## config.mk

```make
export PLATFORM = sky130hd
export DESIGN_NAME = stack_language_tokenizer
export DESIGN_NICKNAME = d
export VERILOG_FILES = /design/src/rtl/core/slt_pkg.sv /design/src/rtl/core/slt_front.sv /design/src/rtl/core/slt_back.sv /design/src/rtl/core/slt_result_fifo.sv /design/src/rtl/core/stack_language_tokenizer.sv
export SDC_FILE = /design/constraint.sdc
export NUM_CORES = 1
export LEC_CHECK = 0
export ABC_AREA = 1
export CAP_MARGIN = 20
export CORE_ASPECT_RATIO = 0.5
export CORE_UTILIZATION = 54
export CTS_CLUSTER_SIZE = 20
export DETAILED_ROUTE_END_ITERATION = 16
export DONT_BUFFER_PORTS = 1
export MAX_ROUTING_LAYER = met4
export PLACE_DENSITY = 0.69
export SLEW_MARGIN = 10
export SYNTH_ARGS = -nofsm -noshare
export SYNTH_HDL_FRONTEND = slang
export SYNTH_SLANG_ARGS = --single-unit
```

## constraint.sdc

```tcl
create_clock -name clk -period 10.2 [get_ports clk]
set_input_delay 2.04 -clock clk [delete_from_list [all_inputs] [get_ports clk]]
set_output_delay 2.04 -clock clk [all_outputs]
set_load 0.05 [all_outputs]
```

## src/rtl/core/slt_pkg.sv

```systemverilog
// ----------------------------------------------------------------------------
// slt_pkg
// shared types, widths, token kinds and keyword tables of the tokenizer
// ----------------------------------------------------------------------------
package slt_pkg;

    localparam int LINE_BITS   = 16;
    localparam int OFFSET_BITS = 24;
    localparam int LEN_BITS    = 16;
    localparam int KIND_BITS   = 5;
    localparam int KW_COUNT    = 20;
    localparam int MODE_BITS   = 3;

    // token kinds
    localparam logic [KIND_BITS-1:0] KIND_NUMBER  = 5'd20;
    localparam logic [KIND_BITS-1:0] KIND_UNKNOWN = 5'd21;
    localparam logic [KIND_BITS-1:0] KIND_EOL     = 5'd22;
    localparam logic [KIND_BITS-1:0] KIND_EOF     = 5'd23;

    // scan modes
    localparam logic [MODE_BITS-1:0] MODE_IDLE    = 3'd0;
    localparam logic [MODE_BITS-1:0] MODE_COMMENT = 3'd1;
    localparam logic [MODE_BITS-1:0] MODE_WORD    = 3'd2;
    localparam logic [MODE_BITS-1:0] MODE_NUMBER  = 3'd3;
    localparam logic [MODE_BITS-1:0] MODE_SIGN    = 3'd4;

    // characters
    localparam logic [7:0] CH_NUL   = 8'h00;
    localparam logic [7:0] CH_TAB   = 8'h09;
    localparam logic [7:0] CH_LF    = 8'h0A;
    localparam logic [7:0] CH_VT    = 8'h0B;
    localparam logic [7:0] CH_FF    = 8'h0C;
    localparam logic [7:0] CH_CR    = 8'h0D;
    localparam logic [7:0] CH_SPACE = 8'h20;
    localparam logic [7:0] CH_PLUS  = 8'h2B;
    localparam logic [7:0] CH_MINUS = 8'h2D;
    localparam logic [7:0] CH_DOT   = 8'h2E;
    localparam logic [7:0] CH_SEMI  = 8'h3B;
    localparam logic [7:0] CH_UNDER = 8'h5F;

    // keyword text, left aligned and padded with spaces to seven characters
    localparam logic [55:0] KW_TEXT [KW_COUNT] = '{
        "push   ", "pop    ", "display", "clear  ", "swap   ",
        "assert ", "add    ", "sub    ", "mul    ", "div    ",
        "mod    ", "load   ", "store  ", "exit   ", "int8   ",
        "int16  ", "int32  ", "int64  ", "float32", "float64"
    };
    localparam logic [2:0] KW_LEN [KW_COUNT] = '{
        3'd4, 3'd3, 3'd7, 3'd5, 3'd4, 3'd6, 3'd3, 3'd3, 3'd3, 3'd3,
        3'd3, 3'd4, 3'd5, 3'd4, 3'd4, 3'd5, 3'd5, 3'd5, 3'd7, 3'd7
    };

    typedef struct packed {
        logic eof;
        logic digit;
        logic word_start;
        logic blank;
        logic semi;
        logic newline;
        logic dot;
        logic sign;
    } char_class_t;

    typedef struct packed {
        logic [7:0]  ch;
        char_class_t cls;
    } item_t;

    typedef struct packed {
        logic [KIND_BITS-1:0]   kind;
        logic [LINE_BITS-1:0]   line;
        logic [LINE_BITS-1:0]   column;
        logic [OFFSET_BITS-1:0] offset;
        logic [LEN_BITS-1:0]    length;
        logic                   last;
    } result_t;

    // keywords that still match after character c lands at position pos
    function automatic logic [KW_COUNT-1:0] kw_keep(input logic [LEN_BITS-1:0] pos,
                                                    input logic [7:0] c);
        logic [KW_COUNT-1:0] keep;
        keep = '0;
        for (int k = 0; k < KW_COUNT; k++)
        begin
            for (int i = 0; i < 7; i++)
            begin
                if (pos == LEN_BITS'(i) && 3'(i) < KW_LEN[k]
                    && KW_TEXT[k][(6-i)*8 +: 8] == c)
                begin
                    keep[k] = 1'b1;
                end
            end
        end
        return keep;
    endfunction

    // kind of a finished word: first keyword still a candidate at full length
    function automatic logic [KIND_BITS-1:0] word_kind(input logic [KW_COUNT-1:0] cand,
                                                       input logic [LEN_BITS-1:0] len);
        logic [KIND_BITS-1:0] kind;
        kind = KIND_UNKNOWN;
        for (int k = KW_COUNT - 1; k >= 0; k--)
        begin
            if (cand[k] && len == LEN_BITS'(KW_LEN[k]))
            begin
                kind = KIND_BITS'(k);
            end
        end
        return kind;
    endfunction

endpackage

```

## src/rtl/core/slt_front.sv

```systemverilog
// ----------------------------------------------------------------------------
// slt_front
// classifies incoming text bytes and holds them in a two-entry queue
// ----------------------------------------------------------------------------
module slt_front
    import slt_pkg::*;
(
    input  logic       clk,
    input  logic       rst_n,
    input  logic       push,
    output logic       full,
    input  logic [7:0] text_byte,
    input  logic       end_of_text,
    output logic       item_valid,
    output item_t      item,
    input  logic       item_pop
);

    localparam int QDEPTH = 2;

    item_t       mem [QDEPTH];
    logic        wr_ptr_reg, wr_ptr_next;
    logic        rd_ptr_reg, rd_ptr_next;
    logic [1:0]  count_reg, count_next;
    logic        wr_fire, rd_fire;
    char_class_t cls;

    // byte classes
    always_comb
    begin
        cls.eof        = end_of_text || (text_byte == CH_NUL);
        cls.digit      = (text_byte >= "0") && (text_byte <= "9");
        cls.word_start = ((text_byte >= "a") && (text_byte <= "z"))
                      || ((text_byte >= "A") && (text_byte <= "Z"))
                      || (text_byte == CH_UNDER);
        cls.blank      = (text_byte == CH_SPACE) || (text_byte == CH_TAB)
                      || (text_byte == CH_CR) || (text_byte == CH_VT)
                      || (text_byte == CH_FF);
        cls.semi       = (text_byte == CH_SEMI);
        cls.newline    = (text_byte == CH_LF);
        cls.dot        = (text_byte == CH_DOT);
        cls.sign       = (text_byte == CH_PLUS) || (text_byte == CH_MINUS);
    end

    assign full       = (count_reg == 2'(QDEPTH));
    assign item_valid = (count_reg != 2'd0);
    assign item       = mem[rd_ptr_reg];
    assign wr_fire    = push && !full;
    assign rd_fire    = item_pop && item_valid;

    always_comb
    begin
        wr_ptr_next = wr_ptr_reg ^ wr_fire;
        rd_ptr_next = rd_ptr_reg ^ rd_fire;
        count_next  = count_reg + {1'b0, wr_fire} - {1'b0, rd_fire};
    end

    always_ff @(posedge clk)
    begin
        if (wr_fire)
        begin
            mem[wr_ptr_reg] <= '{ch: text_byte, cls: cls};
        end
    end

    always_ff @(posedge clk or negedge rst_n)
    begin
        if (!rst_n)
        begin
            wr_ptr_reg <= 1'b0;
            rd_ptr_reg <= 1'b0;
            count_reg  <= 2'd0;
        end
        else
        begin
            wr_ptr_reg <= wr_ptr_next;
            rd_ptr_reg <= rd_ptr_next;
            count_reg  <= count_next;
        end
    end

endmodule

```

## src/rtl/core/slt_back.sv

```systemverilog
// ----------------------------------------------------------------------------
// slt_back
// token engine: one classified byte per cycle while the token queue has room for two, up to two tokens out
// ----------------------------------------------------------------------------
module slt_back
    import slt_pkg::*;
(
    input  logic       clk,
    input  logic       rst_n,
    input  logic       item_valid,
    input  item_t      item,
    output logic       item_pop,
    input  logic       space_ok,
    output logic [1:0] wr_n,
    output result_t    wr0,
    output result_t    wr1
);

    localparam logic [LINE_BITS-1:0]   LINE_ONE = LINE_BITS'(1);
    localparam logic [LEN_BITS-1:0]    LEN_ONE  = LEN_BITS'(1);

    logic [MODE_BITS-1:0]   mode_reg, mode_next;
    logic [LINE_BITS-1:0]   line_reg, line_next;
    logic [LINE_BITS-1:0]   col_reg, col_next;
    logic [OFFSET_BITS-1:0] off_reg, off_next;
    logic [LINE_BITS-1:0]   tok_line_reg, tok_line_next;
    logic [LINE_BITS-1:0]   tok_col_reg, tok_col_next;
    logic [OFFSET_BITS-1:0] tok_off_reg, tok_off_next;
    logic [LEN_BITS-1:0]    len_reg, len_next;
    logic [KW_COUNT-1:0]    cand_reg, cand_next;
    logic                   dot_seen_reg, dot_seen_next;
    logic                   prev_eol_reg, prev_eol_next;

    char_class_t            cls;
    logic                   fire, eof;
    logic                   word_cont, num_cont, sign_cont, com_cont, cont;
    logic                   closing, begin_tok, other, p2_emit, prev_mid;
    logic [LINE_BITS-1:0]   line_mv, col_mv;
    logic [OFFSET_BITS-1:0] off_mv, eol_off;
    logic [LEN_BITS-1:0]    base_len;
    logic [KW_COUNT-1:0]    base_cand;
    result_t                close_res, p2_res;

    assign cls  = item.cls;
    assign eof  = cls.eof;
    assign fire = item_valid && space_ok;
    assign item_pop = fire;

    always_comb
    begin
        // byte extends the open token or comment
        word_cont = (mode_reg == MODE_WORD) && !eof && (cls.word_start || cls.digit);
        num_cont  = (mode_reg == MODE_NUMBER) && !eof
                 && (cls.digit || (cls.dot && !dot_seen_reg));
        sign_cont = (mode_reg == MODE_SIGN) && !eof && cls.digit;
        com_cont  = (mode_reg == MODE_COMMENT) && !eof && !cls.newline;
        cont      = word_cont || num_cont || sign_cont || com_cont;
        closing   = !cont && ((mode_reg == MODE_WORD) || (mode_reg == MODE_NUMBER)
                              || (mode_reg == MODE_SIGN));
        begin_tok = !cont && !eof && (cls.word_start || cls.digit || cls.sign);
        other     = !eof && !cls.blank && !cls.semi && !cls.newline
                 && !cls.word_start && !cls.digit && !cls.sign;
        prev_mid  = closing ? 1'b0 : prev_eol_reg;
        p2_emit   = !cont && (eof || (cls.newline && !prev_mid) || other);

        // position after this byte, saturating
        if (cls.newline)
        begin
            line_mv = (line_reg == '1) ? line_reg : line_reg + LINE_ONE;
            col_mv  = LINE_ONE;
        end
        else
        begin
            line_mv = line_reg;
            col_mv  = (col_reg == '1) ? col_reg : col_reg + LINE_ONE;
        end
        off_mv  = (off_reg == '1) ? off_reg : off_reg + OFFSET_BITS'(1);
        eol_off = (off_reg == '1) ? off_reg - OFFSET_BITS'(1) : off_reg;

        // token that ends here
        close_res.kind   = (mode_reg == MODE_WORD)   ? word_kind(cand_reg, len_reg) :
                           (mode_reg == MODE_NUMBER) ? KIND_NUMBER : KIND_UNKNOWN;
        close_res.line   = tok_line_reg;
        close_res.column = tok_col_reg;
        close_res.offset = tok_off_reg;
        close_res.length = len_reg;
        close_res.last   = !p2_emit;

        // token caused by the byte itself
        p2_res.kind   = eof ? KIND_EOF : (cls.newline ? KIND_EOL : KIND_UNKNOWN);
        p2_res.line   = line_reg;
        p2_res.column = (cls.newline && !eof) ? LINE_ONE : col_reg;
        p2_res.offset = (cls.newline && !eof) ? eol_off : off_reg;
        p2_res.length = eof ? '0 : LEN_ONE;
        p2_res.last   = 1'b1;

        wr0  = closing ? close_res : p2_res;
        wr1  = p2_res;
        wr_n = fire ? ({1'b0, closing} + {1'b0, p2_emit}) : 2'd0;

        base_len  = begin_tok ? '0 : len_reg;
        base_cand = begin_tok ? '1 : cand_reg;

        mode_next     = mode_reg;
        line_next     = line_reg;
        col_next      = col_reg;
        off_next      = off_reg;
        tok_line_next = tok_line_reg;
        tok_col_next  = tok_col_reg;
        tok_off_next  = tok_off_reg;
        len_next      = len_reg;
        cand_next     = cand_reg;
        dot_seen_next = dot_seen_reg;
        prev_eol_next = prev_eol_reg;

        if (fire)
        begin
            line_next = line_mv;
            col_next  = col_mv;
            off_next  = off_mv;

            if (word_cont || num_cont || sign_cont || begin_tok)
            begin
                cand_next = base_cand & kw_keep(base_len, item.ch);
                len_next  = (base_len == '1) ? base_len : base_len + LEN_ONE;
            end

            if (num_cont && cls.dot)
            begin
                dot_seen_next = 1'b1;
            end

            if (begin_tok)
            begin
                tok_line_next = line_reg;
                tok_col_next  = col_reg;
                tok_off_next  = off_reg;
                dot_seen_next = cls.dot;
            end

            if (cont)
            begin
                if (sign_cont)
                begin
                    mode_next = MODE_NUMBER;
                end
            end
            else if (cls.semi)
            begin
                mode_next = MODE_COMMENT;
            end
            else if (cls.word_start && !eof)
            begin
                mode_next = MODE_WORD;
            end
            else if (cls.digit && !eof)
            begin
                mode_next = MODE_NUMBER;
            end
            else if (cls.sign && !eof)
            begin
                mode_next = MODE_SIGN;
            end
            else
            begin
                mode_next = MODE_IDLE;
            end

            if (p2_emit)
            begin
                prev_eol_next = (p2_res.kind == KIND_EOL);
            end
            else if (closing)
            begin
                prev_eol_next = 1'b0;
            end

            // end of text returns everything to its reset value
            if (!cont && eof)
            begin
                mode_next     = MODE_IDLE;
                line_next     = LINE_ONE;
                col_next      = LINE_ONE;
                off_next      = '0;
                tok_line_next = LINE_ONE;
                tok_col_next  = LINE_ONE;
                tok_off_next  = '0;
                len_next      = '0;
                cand_next     = '1;
                dot_seen_next = 1'b0;
                prev_eol_next = 1'b0;
            end
        end
    end

    always_ff @(posedge clk or negedge rst_n)
    begin
        if (!rst_n)
        begin
            mode_reg     <= MODE_IDLE;
            line_reg     <= LINE_ONE;
            col_reg      <= LINE_ONE;
            off_reg      <= '0;
            tok_line_reg <= LINE_ONE;
            tok_col_reg  <= LINE_ONE;
            tok_off_reg  <= '0;
            len_reg      <= '0;
            cand_reg     <= '1;
            dot_seen_reg <= 1'b0;
            prev_eol_reg <= 1'b0;
        end
        else
        begin
            mode_reg     <= mode_next;
            line_reg     <= line_next;
            col_reg      <= col_next;
            off_reg      <= off_next;
            tok_line_reg <= tok_line_next;
            tok_col_reg  <= tok_col_next;
            tok_off_reg  <= tok_off_next;
            len_reg      <= len_next;
            cand_reg     <= cand_next;
            dot_seen_reg <= dot_seen_next;
            prev_eol_reg <= prev_eol_next;
        end
    end

`ifndef SYNTHESIS
    // end of text leaves the engine in its reset position
    a_eof_resets: assert property (@(posedge clk) disable iff (!rst_n)
        (fire && eof) |=> (mode_reg == MODE_IDLE && off_reg == '0 && len_reg == '0))
        else $error("end of text did not reset the engine");
    // two end-of-line tokens never follow one another
    a_eol_collapse: assert property (@(posedge clk) disable iff (!rst_n)
        (wr_n != 2'd0 && wr0.kind == KIND_EOL) |-> !prev_eol_reg)
        else $error("repeated end-of-line token");
    // tokens go out only while the token queue has room for two
    a_write_room: assert property (@(posedge clk) disable iff (!rst_n)
        (wr_n != 2'd0) |-> space_ok)
        else $error("token written without room");
`endif

endmodule

```

## src/rtl/core/slt_result_fifo.sv

```systemverilog
// ----------------------------------------------------------------------------
// slt_result_fifo
// four-entry token queue, up to two writes and one read per cycle
// ----------------------------------------------------------------------------
module slt_result_fifo
    import slt_pkg::*;
(
    input  logic       clk,
    input  logic       rst_n,
    input  logic [1:0] wr_n,
    input  result_t    wr0,
    input  result_t    wr1,
    output logic       space_ok,
    output logic       empty,
    input  logic       pop,
    output result_t    rd_data
);

    localparam int DEPTH = 4;

    result_t    mem [DEPTH];
    logic [1:0] wr_ptr_reg, wr_ptr_next;
    logic [1:0] rd_ptr_reg, rd_ptr_next;
    logic [2:0] count_reg, count_next;
    logic       rd_fire;

    assign empty    = (count_reg == 3'd0);
    assign space_ok = (count_reg <= 3'(DEPTH - 2));
    assign rd_fire  = pop && !empty;
    assign rd_data  = mem[rd_ptr_reg];

    always_comb
    begin
        wr_ptr_next = wr_ptr_reg + wr_n;
        rd_ptr_next = rd_ptr_reg + {1'b0, rd_fire};
        count_next  = count_reg + {1'b0, wr_n} - {2'b00, rd_fire};
    end

    always_ff @(posedge clk)
    begin
        if (wr_n != 2'd0)
        begin
            mem[wr_ptr_reg] <= wr0;
        end
        if (wr_n == 2'd2)
        begin
            mem[wr_ptr_reg + 2'd1] <= wr1;
        end
    end

    always_ff @(posedge clk or negedge rst_n)
    begin
        if (!rst_n)
        begin
            wr_ptr_reg <= 2'd0;
            rd_ptr_reg <= 2'd0;
            count_reg  <= 3'd0;
        end
        else
        begin
            wr_ptr_reg <= wr_ptr_next;
            rd_ptr_reg <= rd_ptr_next;
            count_reg  <= count_next;
        end
    end

`ifndef SYNTHESIS
    a_no_overflow: assert property (@(posedge clk) disable iff (!rst_n)
        (wr_n != 2'd0) |-> (count_reg <= 3'(DEPTH - 2)))
        else $error("token queue written without room");
    a_count_range: assert property (@(posedge clk) disable iff (!rst_n)
        count_reg <= 3'(DEPTH))
        else $error("token queue count out of range");
    a_count_track: assert property (@(posedge clk) disable iff (!rst_n)
        rd_fire |=> (count_reg == $past(count_reg) + {1'b0, $past(wr_n)} - 3'd1))
        else $error("token queue count lost a transfer");
`endif

endmodule

```

## src/rtl/core/stack_language_tokenizer.sv

```systemverilog
// ----------------------------------------------------------------------------
// stack_language_tokenizer
// byte-stream tokenizer for a small stack language
// ----------------------------------------------------------------------------
//  channel  | handshake           | payload
//  ---------+---------------------+---------------------------------------------
//  input    | push / full         | text_byte, end_of_text
//  tokens   | empty / pop         | token_kind, start_line, start_column,
//           |                     | start_offset, lexeme_length, last_of_run
//
//  one byte per cycle in and through the token engine while it is not stalled
//  a byte's tokens reach the token ports through the byte queue and token queue
//  reset clears both queues and the scan position (line 1, column 1, offset 0)
//  the engine stalls while the token queue has fewer than two free entries
//  full rises only when the two-entry byte queue is occupied
// ----------------------------------------------------------------------------
module stack_language_tokenizer
    import slt_pkg::*;
(
    input  logic                   clk,
    input  logic                   rst_n,
    // byte input
    input  logic                   push,
    output logic                   full,
    input  logic [7:0]             text_byte,
    input  logic                   end_of_text,
    // token output
    output logic                   empty,
    input  logic                   pop,
    output logic [KIND_BITS-1:0]   token_kind,
    output logic [LINE_BITS-1:0]   start_line,
    output logic [LINE_BITS-1:0]   start_column,
    output logic [OFFSET_BITS-1:0] start_offset,
    output logic [LEN_BITS-1:0]    lexeme_length,
    output logic                   last_of_run
);

    // classified byte between front and engine
    logic    item_valid;
    item_t   item;
    logic    item_pop;

    // token writes from engine into the output queue
    logic       space_ok;
    logic [1:0] wr_n;
    result_t    wr0;
    result_t    wr1;
    result_t    rd_data;

    // front: byte classes and the decoupling queue
    slt_front u_front (
        .clk         (clk),
        .rst_n       (rst_n),
        .push        (push),
        .full        (full),
        .text_byte   (text_byte),
        .end_of_text (end_of_text),
        .item_valid  (item_valid),
        .item        (item),
        .item_pop    (item_pop)
    );

    // back: scan modes, positions, keyword match, token formation
    slt_back u_back (
        .clk        (clk),
        .rst_n      (rst_n),
        .item_valid (item_valid),
        .item       (item),
        .item_pop   (item_pop),
        .space_ok   (space_ok),
        .wr_n       (wr_n),
        .wr0        (wr0),
        .wr1        (wr1)
    );

    // output queue: a closing token and the byte's own token may land together
    slt_result_fifo u_result_fifo (
        .clk      (clk),
        .rst_n    (rst_n),
        .wr_n     (wr_n),
        .wr0      (wr0),
        .wr1      (wr1),
        .space_ok (space_ok),
        .empty    (empty),
        .pop      (pop),
        .rd_data  (rd_data)
    );

    assign token_kind    = rd_data.kind;
    assign start_line    = rd_data.line;
    assign start_column  = rd_data.column;
    assign start_offset  = rd_data.offset;
    assign lexeme_length = rd_data.length;
    assign last_of_run   = rd_data.last;

endmodule

```

# == After elaboration in Yosys (flattened, before gate mapping) ==
# Memory sizes are Yosys's and may differ from the RTL's.
# Index checks and enable logic that the tools add are counted.
# totals
register_bits,164
ram_bits,344
inputBits,13
mem_count,2
# memory_table
name,depth,word_bits,read_ports,rd_ports_with_merged_regs,wr,line_no,source
u_result_fifo.mem,4,78,1,0,2,slt_result_fifo.sv:21,result_t mem [DEPTH];
u_front.mem,2,16,1,0,1,slt_front.sv:21,item_t mem [QDEPTH];
# classes
addsub,13
order_cmp,7
eq_ne,64
mux,179
bitwise_logic,3
reduce_logical,157
# ops
op,n
$mux W16,15
$eq A7 B8 Y1 const A,21
$mux W24,6
$mux W1,123
$eq A16 B3 Y1 const B,7
$logic_and A1 B1 Y1,109
$mux W5,21
$mux W78,1
$mux W20,3
$add A16 B1 Y16 const B,3
$eq A16 B16 Y1 const B,3
$eq A16 B2 Y1 const B,3
$eq A6 B8 Y1 const A,6
$eq A8 B4 Y1 const B,5
$eq A8 B6 Y1 const B,5
$add A24 B1 Y24 const B,1
$eq A24 B24 Y1 const B,1
$mux W3,8
$sub A24 B1 Y24 const B,1
$and A20 B20 Y20,1
$logic_or A1 B1 Y1,19
$eq A16 B1 Y1 const B,1
$ge A8 B7 Y1 const B,2
$le A8 B7 Y1 const B,2
other kinds (29),56

# == Logic depth before layout (Yosys ltp) ==
# Gate-level depths: netlist of the first run.
# depth
ltp_word,25
ltp_mapped,27
depth_no_buf,24

# == Modules after synthesis ==
# Synthesis of the first run repeated with hierarchy kept, for this count alone.
# hier_totals
hier_cells,3167
hier_area_um2,26999.6
# modules_own_cells
module,instances,cells_each,area_each_um2,seq_area_each_um2
slt_result_fifo,1,1665,15843.9,9544.2
slt_back,1,1349,9554.2,3858.7
slt_front,1,153,1601.5,1061.0

# == Worst setup path before layout of the first run ==
# Ideal clock, no wire load.
# synth_timing
path_type,register to register
from,register u_front.rd_ptr_reg
to,memory u_result_fifo.mem[1][10] (netlist name)
setup_ps,128
arrival_ps,4804
path_slack_ps,5268
path_stages_with_launch,27
path_buffers,3
synth_period_minus_slack_ps,4932
path_cell_list,dfrtp_1 > buf_4 > inv_4 > nand2_2 > nand2_4 > inv_2 > buf_6 > nand3_2 > nand2_1 > nor2_4 > nand2_4 > inv_1 > o21ai_0 > inv_1 > o21ai_0 > a21oi_1 > ha_1 > inv_1 > nor2_1 > inv_1 > nor2_1 > nand2_1 > nand2_1 > inv_1 > clkbuf_1 > nand2_1 > o21ai_0
# synth_rtl
element,line_no,source
from (decl),slt_front.sv:23,"logic rd_ptr_reg, rd_ptr_next;"
from (signal assigned),slt_front.sv:77,rd_ptr_reg <= rd_ptr_next;
to (decl),slt_result_fifo.sv:21,

==> results of run 1 <==
through the flow:
step	std cells	total power, uW
6_report	3325	9250
5_1_grt	3325	9740
4_1_cts	3324	9220
3_5_place_dp	3239	7490
3_3_place_gp	3234	7370
2_1_floorplan	2767	6360
worst register-to-register path, cell delays in order, from the launching register on:
cell	delay [ns]
dfrtp_1	0.76
nand2_1	0.20
nand2_4	0.24
inv_2	0.19
nand3_1	0.13
nand2_1	0.08
nor2_4	0.12
nand2_4	0.09
inv_1	0.10
o21ai_4	0.06
inv_1	0.55
o21ai_0	0.16
a21oi_1	0.24
ha_1	0.27
inv_1	0.05
nor2_1	0.20
inv_1	0.11
nor2_1	0.21
nand2_2	0.06
buf_4	0.39
nand2_4	0.42
buf_4	0.71
inv_1	0.54
nand2_1	0.17
o21ai_0	0.10
final cells by class:
class / instances / area [um2]
Timing Repair Buffer: 44 / 330
Inverter: 229 / 868
Multi-Input combinational cell: 1871 / 9400
Clock inverter: 17 / 118
Sequential cell: 508 / 13700
Fill cell: 3771 / 17600
Tap cell: 588 / 736
Clock buffer: 68 / 1380
placed cells by master, fill, tap and decap left out, types with 6 or more instances in the layout:
master,n
nand2_4,7
xor2_1,15
dfstp_2,24
nor2_1,338
nor2_2,9
or2_2,8
buf_4,44
dfrtp_1,138
nor4_1,6
inv_1,202
ha_1,18
nor3_1,50
nand2_1,451
edfxtp_1,268
clkinv_1,14
o21ai_1,19
o21ai_0,392
dfxtp_1,76
a31oi_1,10
o22ai_1,323
xnor2_1,7
nor2_4,6
nand4_1,22
clkinv_2,10
nand3_1,72
clkbuf_1,13
clkbuf_16,51
a21oi_1,56
nand2_2,18
inv_2,13
metal layers:
| layer | wire, um | vias up |
|---|---|---|
| li1 | - | 9566 |
| met1 | 29000 | 9766 |
| met2 | 30700 | 892 |
| met3 | 6100 | 87 |
| met4 | 998 | 0 |
| met5 | 0 | - |
kinds of logic after synthesis:
kind of cell,count (synthesis)
xor+xnor,22
flops,508
buf+inv,388
simple gates,1002
compound gates,824
fa+ha+maj,19
mux,4
power by group through the flow:
| stage | Combinational, uW | Clock [uW] | Sequential [uW] |
|---|---|---|---|
| global placement | 4330 | 0 | 3040 |
| global route | 4830 | 1840 | 3060 |
| finish | 4480 | 1750 | 3020 |
| CTS | 4450 | 1760 | 3010 |
| floorplan | 3410 | 0 | 2950 |
| detailed placement | 4430 | 0 | 3060 |
path summary, 6_finish.rpt:
check | from | endpoint | cells after the start
max | u_front.rd_ptr_reg | u_result_fifo.mem[0][9] | 24
min | u_result_fifo.mem[2][4] | u_result_fifo.mem[2][4] | 2
max reg2reg | u_front.rd_ptr_reg | u_result_fifo.mem[0][9] | 24
min reg2reg | u_result_fifo.mem[2][4] | u_result_fifo.mem[2][4] | 2
max in group asynchronous | rst_n | u_back.tok_col_reg[0] | 0
min in group asynchronous | rst_n | u_back.len_reg[14] | 0
==> qor.yml, run 1 <==
place:
  dp_slack_ns: 3.95
  port_buffers: 0
  post_dp_cell_area_mm2: 0.0250
  hpwl_mm: 39.1
  globalplace.congestion: 0.956
cts:
  clk_pin_slew_ns: 0.06
  cts_buffer_depth: 3
  cts_tree: "yes"
  ctsResizeCount: 0
  numCtsBuffers: 46
  insertion_delay_ns: 0.57
  postCtsSetupRepairBufs: 0
  htreeDepth: 2
  hold_buffers: 0
  numClockSinks: 508
  cts_root_buf: "clkbuf_16"
sta:
  tns_ns: 0
  hold_violations: 0
  max_freq_ghz: 0.158
  period_minus_slack_ns: 6.31
  skew_ns: 0.0154
  rsz0062_at_grt: "no"
  worst_slew_pin_slew_ns: 1.19
  fin_crit_sh_pct: 61.9
  setup_viol: 0
  setup_ws_ns: 3.89
  holdWs_ns: 0.455
  maxSlewHeadroom_pct: 22.0
  slew_violations: 0
finish:
  largest_reg_flops: 312
  finalInstanceArea_mm2: 0.0265
  top_regs: "u_result_fifo.mem (312), u_front.mem (32)"
  syn_to_final_growth_pct: 8.10
  n_antenna_cell: 0
  drive_gt1_share_pct: 8.18
  final_nets: 2732
  postLayoutCoreUtil_pct: 60.1
  top_register: "u_result_fifo.mem"
power:
  p_comb_share_pct: 48.5
  p_int_uw: 4720
  power_density_mw_per_mm2: 349
  p_seq_share_pct: 32.6
  p_sw_share_pct: 49.0
  switchingPower_uw: 4530
  p_clk_share_pct: 18.9
  power.leakage_uw: 0.00995
  vdd_ir_drop_max_mv: 0.286
synthesis:
  ys.flop_type: "edfxtp_1"
  netlist.area_leader.share_pct: 32.8
  yosys.area_share.simple_pct: 17.2
  yosysTopAreaCell: "edfxtp_1"
  yosysSeqAreaShare_pct: 55.8
  synth_enable_flop_cells: 268
  synth.distinct_cells: 56
  synthMuxAreaShare_pct: 0.163
  ys_ff_latch: 508
  syn_area_mm2: 0.0246
  netlist_top_cells_area: "edfxtp_1 33%, dfrtp_1 14%, o22ai_1 8.2%, o21ai_0 8.0%, nand2_1 7.1%"
  syn-num-nets: 2799
  synth_compound_area_share_pct: 18.9
  synthTopCellsByCount: "463 x nand2_1, 393 x o21ai_0, 338 x nor2_1"
  ys_async_sr_fraction_pct: 32.3
  yosysWarnings: 0
  synth_xor_area_share_pct: 0.785
  synthCells: 2767
  synth_top_family_by_area: "compound AO/OA/AOI/OAI gates"
  postSynthAreaPerCell_um2: 8.87
  yosysMostFrequentCell: "nand2_1"
  synth_adder_area_share_pct: 0.999
worst_setup_path:
  crit_top_cell: "inv_1"
  critPathKind: "reg2reg"
  critical_path.slowest_cell: "dfrtp_1"
  cp_cell_sequence: "nand2_1 -> nand2_4 -> inv_2 -> nand3_1 -> nand2_1 -> nor2_4 -> nand2_4 -> inv_1 -> o21ai_4 -> inv_1 -> o21ai_0 -> a21oi_1 -> ha_1 -> inv_1 -> nor2_1 -> inv_1 -> nor2_1 -> nand2_2 -> buf_4 -> nand2_4 -> buf_4 -> inv_1 -> nand2_1 -> o21ai_0"
  crit_family: "buffers and inverters"
  worstPathMaxFanout: 59
  cp.arrival_ns: 6.71
  start_kind: "flop"
  reg2reg_setup_slack_ns: 3.89
  cp.required_ns: 10.60
  path_buf_inv: 8
  worst_setup_path_end_kind: "flop"
  cpPeakStageDelay_ns: 0.76
hold_path:
  hp-class: "reg2reg"
die:
  start_util_pct: 55.6
  ios: 93
  core_mm2: 0.0442
  rows: 54
  die_area_mm2: 0.0464
  die_h_um: 153
  die_width_um: 304
global_route:
  grt_use_total_pct: 29.7
  use_met1_pct: 41.1
  grt_start_max_net_pins: 165
  grt_pass1_vias: 19588
  gr-max-usage-layer: "met2"
  use_met2_pct: 46.2
  antenna_found_initial: 0
  grt_remaining_overflow: 0
  grt_pass1_wl_mm: 106
  use_met3_pct: 4.75
routing:
  finalWirelength_mm: 66.7
  drc_errors: 0
  wire_per_inst_um: 20.1
  drtAntennaViolNets: 0
  first_pass_iters: 6
  viasPerCell: 6.11
  drt_iter0_markers: 2409
  vias: 20311
run_status:
  status: "finished, final reports clean"
run:
  drv_cap: 0
(Power assumes the default switching activity.)
==> inputs of run 2 (changes only) <==
- clock period: 10.2 -> 6.2 ns (I/O delays scaled with it)
==> run 2 against run 1 <==
Against the previous run:
- die area unchanged
- non-clock buffer count increased by 16
- via count increased by 1.5%
- combinational power increased by 71%
- largest cell class unchanged
- routed wire length increased by 2.6%
- utilization increased by 0.22 points
- sequential cell count unchanged
- clock skew increased by 0.0030 ns
- maximum frequency increased by 21%
- register-to-register slack got worse by 2.9 ns
- final area increased by 0.36%
- power increased by 66%
==> qor.yml, run 2 (same netlist as run 1, synthesis figures left out) <==
sta:
  skew_ns: 0.0185
  max_freq_ghz: 0.192
  period_minus_slack_ns: 5.20
  setup_ws_ns: 0.999
  rsz0062_at_grt: "no"
  tns_ns: 0
  worst_slew_pin_slew_ns: 1.19
  fin_crit_sh_pct: 83.9
  slew_violations: 0
  hold_violations: 0
  setup_viol: 0
  maxSlewHeadroom_pct: 22.1
hold_path:
  hp-class: "in2async"
routing:
  wl_met1_mm: 30.1
  wl_met3_mm: 6.17
  vias: 20622
  drt_iter0_markers: 2370
  top_layer: "met4"
  finalWirelength_mm: 68.5
  drc_errors: 0
  viasPerCell: 6.17
  wire_per_inst_um: 20.5
  met2_length_mm: 31.0
  first_pass_iters: 6
  drtAntennaViolNets: 0
cts:
  cts_root_buf: "clkbuf_16"
  hold_buffers: 0
  cts_buffer_depth: 3
  ctsResizeCount: 0
  clk_pin_slew_ns: 0.07
  htreeDepth: 2
  cts_tree: "yes"
  insertion_delay_ns: 0.57
  numClockSinks: 508
  postCtsSetupRepairBufs: 0
  numCtsBuffers: 46
global_route:
  antenna_found_initial: 0
  grt_pass1_wl_mm: 109
  grt_pass1_vias: 19723
  grt_remaining_overflow: 0
  grt_start_max_net_pins: 165
  grt_use_total_pct: 30.5
die:
  core_mm2: 0.0442
  start_util_pct: 55.6
  rows: 54
  die_width_um: 304
  die_area_mm2: 0.0464
  ios: 93
  die_h_um: 153
finish:
  layout.area.seq_mm2: 0.0137
  multiInputGateArea_mm2: 0.00940
  drive_gt1_share_pct: 8.83
  largest_reg_flops: 312
  final_cell_mix: "451 x nand2_1, 392 x o21ai_0, 338 x nor2_1"
  final_nets: 2748
  layout_commonest_cell: "nand2_1"
  top_register: "u_result_fifo.mem"
  finalInstanceArea_mm2: 0.0266
  n_antenna_cell: 0
  top_regs: "u_result_fifo.mem (312), u_front.mem (32)"
  syn_to_final_growth_pct: 8.48
  postLayoutCoreUtil_pct: 60.3
  fill_cells: 3841
worst_setup_path:
  critical_path.slowest_cell: "dfrtp_1"
  path_buf_inv: 6
  cp.arrival_ns: 5.40
  start_kind: "flop"
  cp_cell_sequence: "inv_4 -> nand2_2 -> nand2_4 -> nor2_4 -> nand4_1 -> nand2_4 -> inv_1 -> o21ai_4 -> inv_1 -> o21ai_0 -> a21oi_1 -> ha_1 -> inv_1 -> nor2_1 -> nor2_1 -> nor2_1 -> inv_2 -> nand2_4 -> buf_4"
  critPathKind: "reg2reg"
  worst_setup_path_end_kind: "flop"
  worstPathMaxFanout: 37
  crit_family: "simple AND/OR/NAND/NOR gates"
  cp.required_ns: 6.40
  cpPeakStageDelay_ns: 0.77
place:
  dp_slack_ns: 1.06
  port_buffers: 0
  hpwl_mm: 40.7
  globalplace.congestion: 0.914
  post_dp_cell_area_mm2: 0.0252
power:
  power_density_mw_per_mm2: 576
  power.leakage_uw: 0.0100
  vdd_ir_drop_max_mv: 0.416
run:
  drv_cap: 0
run_status:
  status: "finished, final reports clean"
run 2: changes by cell type in the layout (fill, tap and decap cells not counted), sizes merged:
cell,change
buf,+16
clkbuf,+2
bufinv,-1
clkinv,-1
clkinvlp,+1
inv,-1
run 2: final timing paths:
kind                                     startpoint                  endpoint  slack [ns]  depth (start not counted)
max in group asynchronous                     rst_n    u_back.tok_line_reg[0]        5.40                          0
min reg2reg                u_result_fifo.mem[2][10]  u_result_fifo.mem[2][10]        0.45                          2
max                              u_front.rd_ptr_reg  u_result_fifo.mem[3][72]         1.0                         19
max reg2reg                      u_front.rd_ptr_reg  u_result_fifo.mem[3][72]         1.0                         19
min in group clk           u_result_fifo.mem[2][10]  u_result_fifo.mem[2][10]        0.45                          2
min                                           rst_n         u_back.len_reg[9]        0.37                          0
run 2: layout make-up:
class,count,area share [%]
Multi-Input combinational cell,1871,35.3
Timing Repair Buffer,60,1.74
Tap cell,588,2.76
Sequential cell,508,51.5
Clock buffer,70,5.16
Inverter,229,3.26
Clock inverter,15,0.315
run 2: layer usage:
metal	vias to the layer above	global-route usage, %
met5	-	-
met4	0	7.00
met3	111	5.52
met2	921	46.0
met1	9986	43.0
li1	9604	-
run 2: stage by stage:
step	hold slack [ns]	instances	power, uW
detailed placement	0.440	3254	12500
global route	0.350	3341	16200
floorplan	0.423	2767	10500
CTS	0.352	3339	15300
global placement	0.432	3251	12300
finish	0.370	3341	15400
run 2: where the power goes:
| part | switching (uW) | internal (uW) |
|---|---|---|
| registers | 323 | 4580 |
| logic | 5970 | 1670 |
| clock network | 1270 | 1540 |
==> inputs of run 3 (changes only) <==
- PLACE_DENSITY: 0.69 -> 0.72
- clock period: 6.2 -> 4.7 ns (I/O delays scaled with it)
==> run 3 against run 2 <==
Against the previous run:
- combinational power up 39%
- sequential power increased by 31%
- worst hold slack worse by 0.30 ns
- non-clock buffer count increased by 58
==> qor.yml, run 3 (same netlist as run 1, synthesis figures left out) <==
run_status:
  status: "finished, final reports clean"
finish:
  syn_to_final_growth_pct: 10.5
  largest_reg_flops: 312
  fill_cells: 3741
  layout.area.seq_mm2: 0.0137
  postLayoutCoreUtil_pct: 61.4
  top_register: "u_result_fifo.mem"
  final_cell_mix: "451 x nand2_1, 392 x o21ai_0, 338 x nor2_1"
  finalInstanceArea_mm2: 0.0271
  n_antenna_cell: 0
  multiInputGateArea_mm2: 0.00939
  final-instance-count-excl-fill: 3398
  top_regs: "u_result_fifo.mem (312), u_front.mem (32)"
  layout_commonest_cell: "nand2_1"
  final_nets: 2805
  drive_gt1_share_pct: 10.7
sta:
  period_minus_slack_ns: 4.37
  max_freq_ghz: 0.229
  maxSlewHeadroom_pct: 26.8
  skew_ns: 0.0274
  slew_violations: 0
  setup_viol: 0
  worst_slew_pin_slew_ns: 1.10
  tns_ns: 0
  fin_crit_sh_pct: 93.0
  rsz0062_at_grt: "no"
  hold_violations: 0
routing:
  wire_per_inst_um: 19.7
  drtAntennaViolNets: 0
  finalWirelength_mm: 67.0
  first_pass_iters: 6
  drc_errors: 0
  vias: 20746
  viasPerCell: 6.11
  drt_iter0_markers: 2424
cts:
  numClockSinks: 508
  cts_root_buf: "clkbuf_16"
  clk_pin_slew_ns: 0.07
  insertion_delay_ns: 0.57
  htreeDepth: 2
  cts_tree: "yes"
  cts_buffer_depth: 3
  numCtsBuffers: 45
  hold_buffers: 0
die:
  die_area_mm2: 0.0464
  die_h_um: 153
  core_mm2: 0.0442
  start_util_pct: 55.6
  rows: 54
  ios: 93
  die_width_um: 304
power:
  power.leakage_uw: 0.0103
  power_density_mw_per_mm2: 767
  vdd_ir_drop_max_mv: 0.636
  total_power_uw: 20800
worst_setup_path:
  worst_setup_path_end_kind: "flop"
  worstPathMaxFanout: 76
  cp.required_ns: 4.95
  start_kind: "flop"
  critPathKind: "reg2reg"
  cp.arrival_ns: 4.62
hold_path:
  hp-class: "in2async"
global_route:
  grt_pass1_vias: 19788
  grt_pass1_wl_mm: 107
  grt_start_max_net_pins: 165
  grt_remaining_overflow: 0
  antenna_found_initial: 0
  grt_use_total_pct: 29.7
place:
  port_buffers: 0
  place_inst: 3311
  globalplace.congestion: 0.937
  post_dp_cell_area_mm2: 0.0256
  hpwl_mm: 40.5
run:
  drv_cap: 0
run 3: power by group:
group | switching (uW) | internal (uW) | leakage, uW
Sequential | 397 | 6040 | 0.00533
Clock | 1660 | 2070 | 0.000730
Combinational | 7920 | 2720 | 0.00427
Total | 9980 | 10800 | 0.0103
run 3: final timing paths:
kind	endpoint	slack (ns)	cells after the start	start
min in group clk	u_result_fifo.mem[2][2]	0.45	2	u_result_fifo.mem[2][2]
max in group asynchronous	u_back.cand_reg[5]	4.30	0	rst_n
worst min register to register	u_result_fifo.mem[2][2]	0.45	2	u_result_fifo.mem[2][2]
worst max-delay path	u_result_fifo.mem[3][74]	0.33	21	u_front.rd_ptr_reg
worst min-delay path	u_back.tok_col_reg[7]	0.07	0	rst_n
worst max register to register	u_result_fifo.mem[3][74]	0.33	21	u_front.rd_ptr_reg
run 3: critical path, cell delays in order (launching register included):
cell and delay (ns):
dfrtp_1 0.58, inv_4 0.13, nand2_2 0.11, nand2_4 0.15, inv_2 0.26, nand3_1 0.13
nor2_2 0.18, nor2_4 0.07, nand2_4 0.09, inv_1 0.08, o21ai_4 0.06, inv_1 0.06
o21ai_0 0.14, a21oi_1 0.13, ha_1 0.31, inv_1 0.11, nor2_1 0.09, nor2_1 0.15
nor2_1 0.09, inv_2 0.08, buf_4 0.81, o22ai_1 0.23
run 3: per-stage QoR:
stage | setup slack, ns | hold WS, ns
final | 0.330 | 0.0747
after global routing | 0.0417 | 0.0486
after CTS | 0.184 | 0.0482
after detailed placement | 0.241 | 0.440
after global placement | 0.404 | 0.432
after floorplan | 0.419 | 0.423
run 3: area by class of cell:
type                       count  share of cell area, %
clock inverter                20                  0.553
inverter                     229                   3.23
timing repair buffer         118                   3.51
tap                          588                   2.71
sequential                   508                   50.5
multi-input combinational   1871                   34.6
clock buffer                  64                   4.87
run 3: timing repair:
action,in CTS,in global routing
endpoints found under the setup margin,0,72
setup buffers,0,2
resized for setup,0,4
run 3: routing by layer:
metal	up-vias	global-route usage, %	wire length, um	share of wire, %
met2	961	45.7	30600	46
met3	111	3.98	5750	8.6
met1	9944	41.9	29300	44
met5	-	-	0	0
met4	0	6.88	1310	2.0
li1	9730	-	-	-
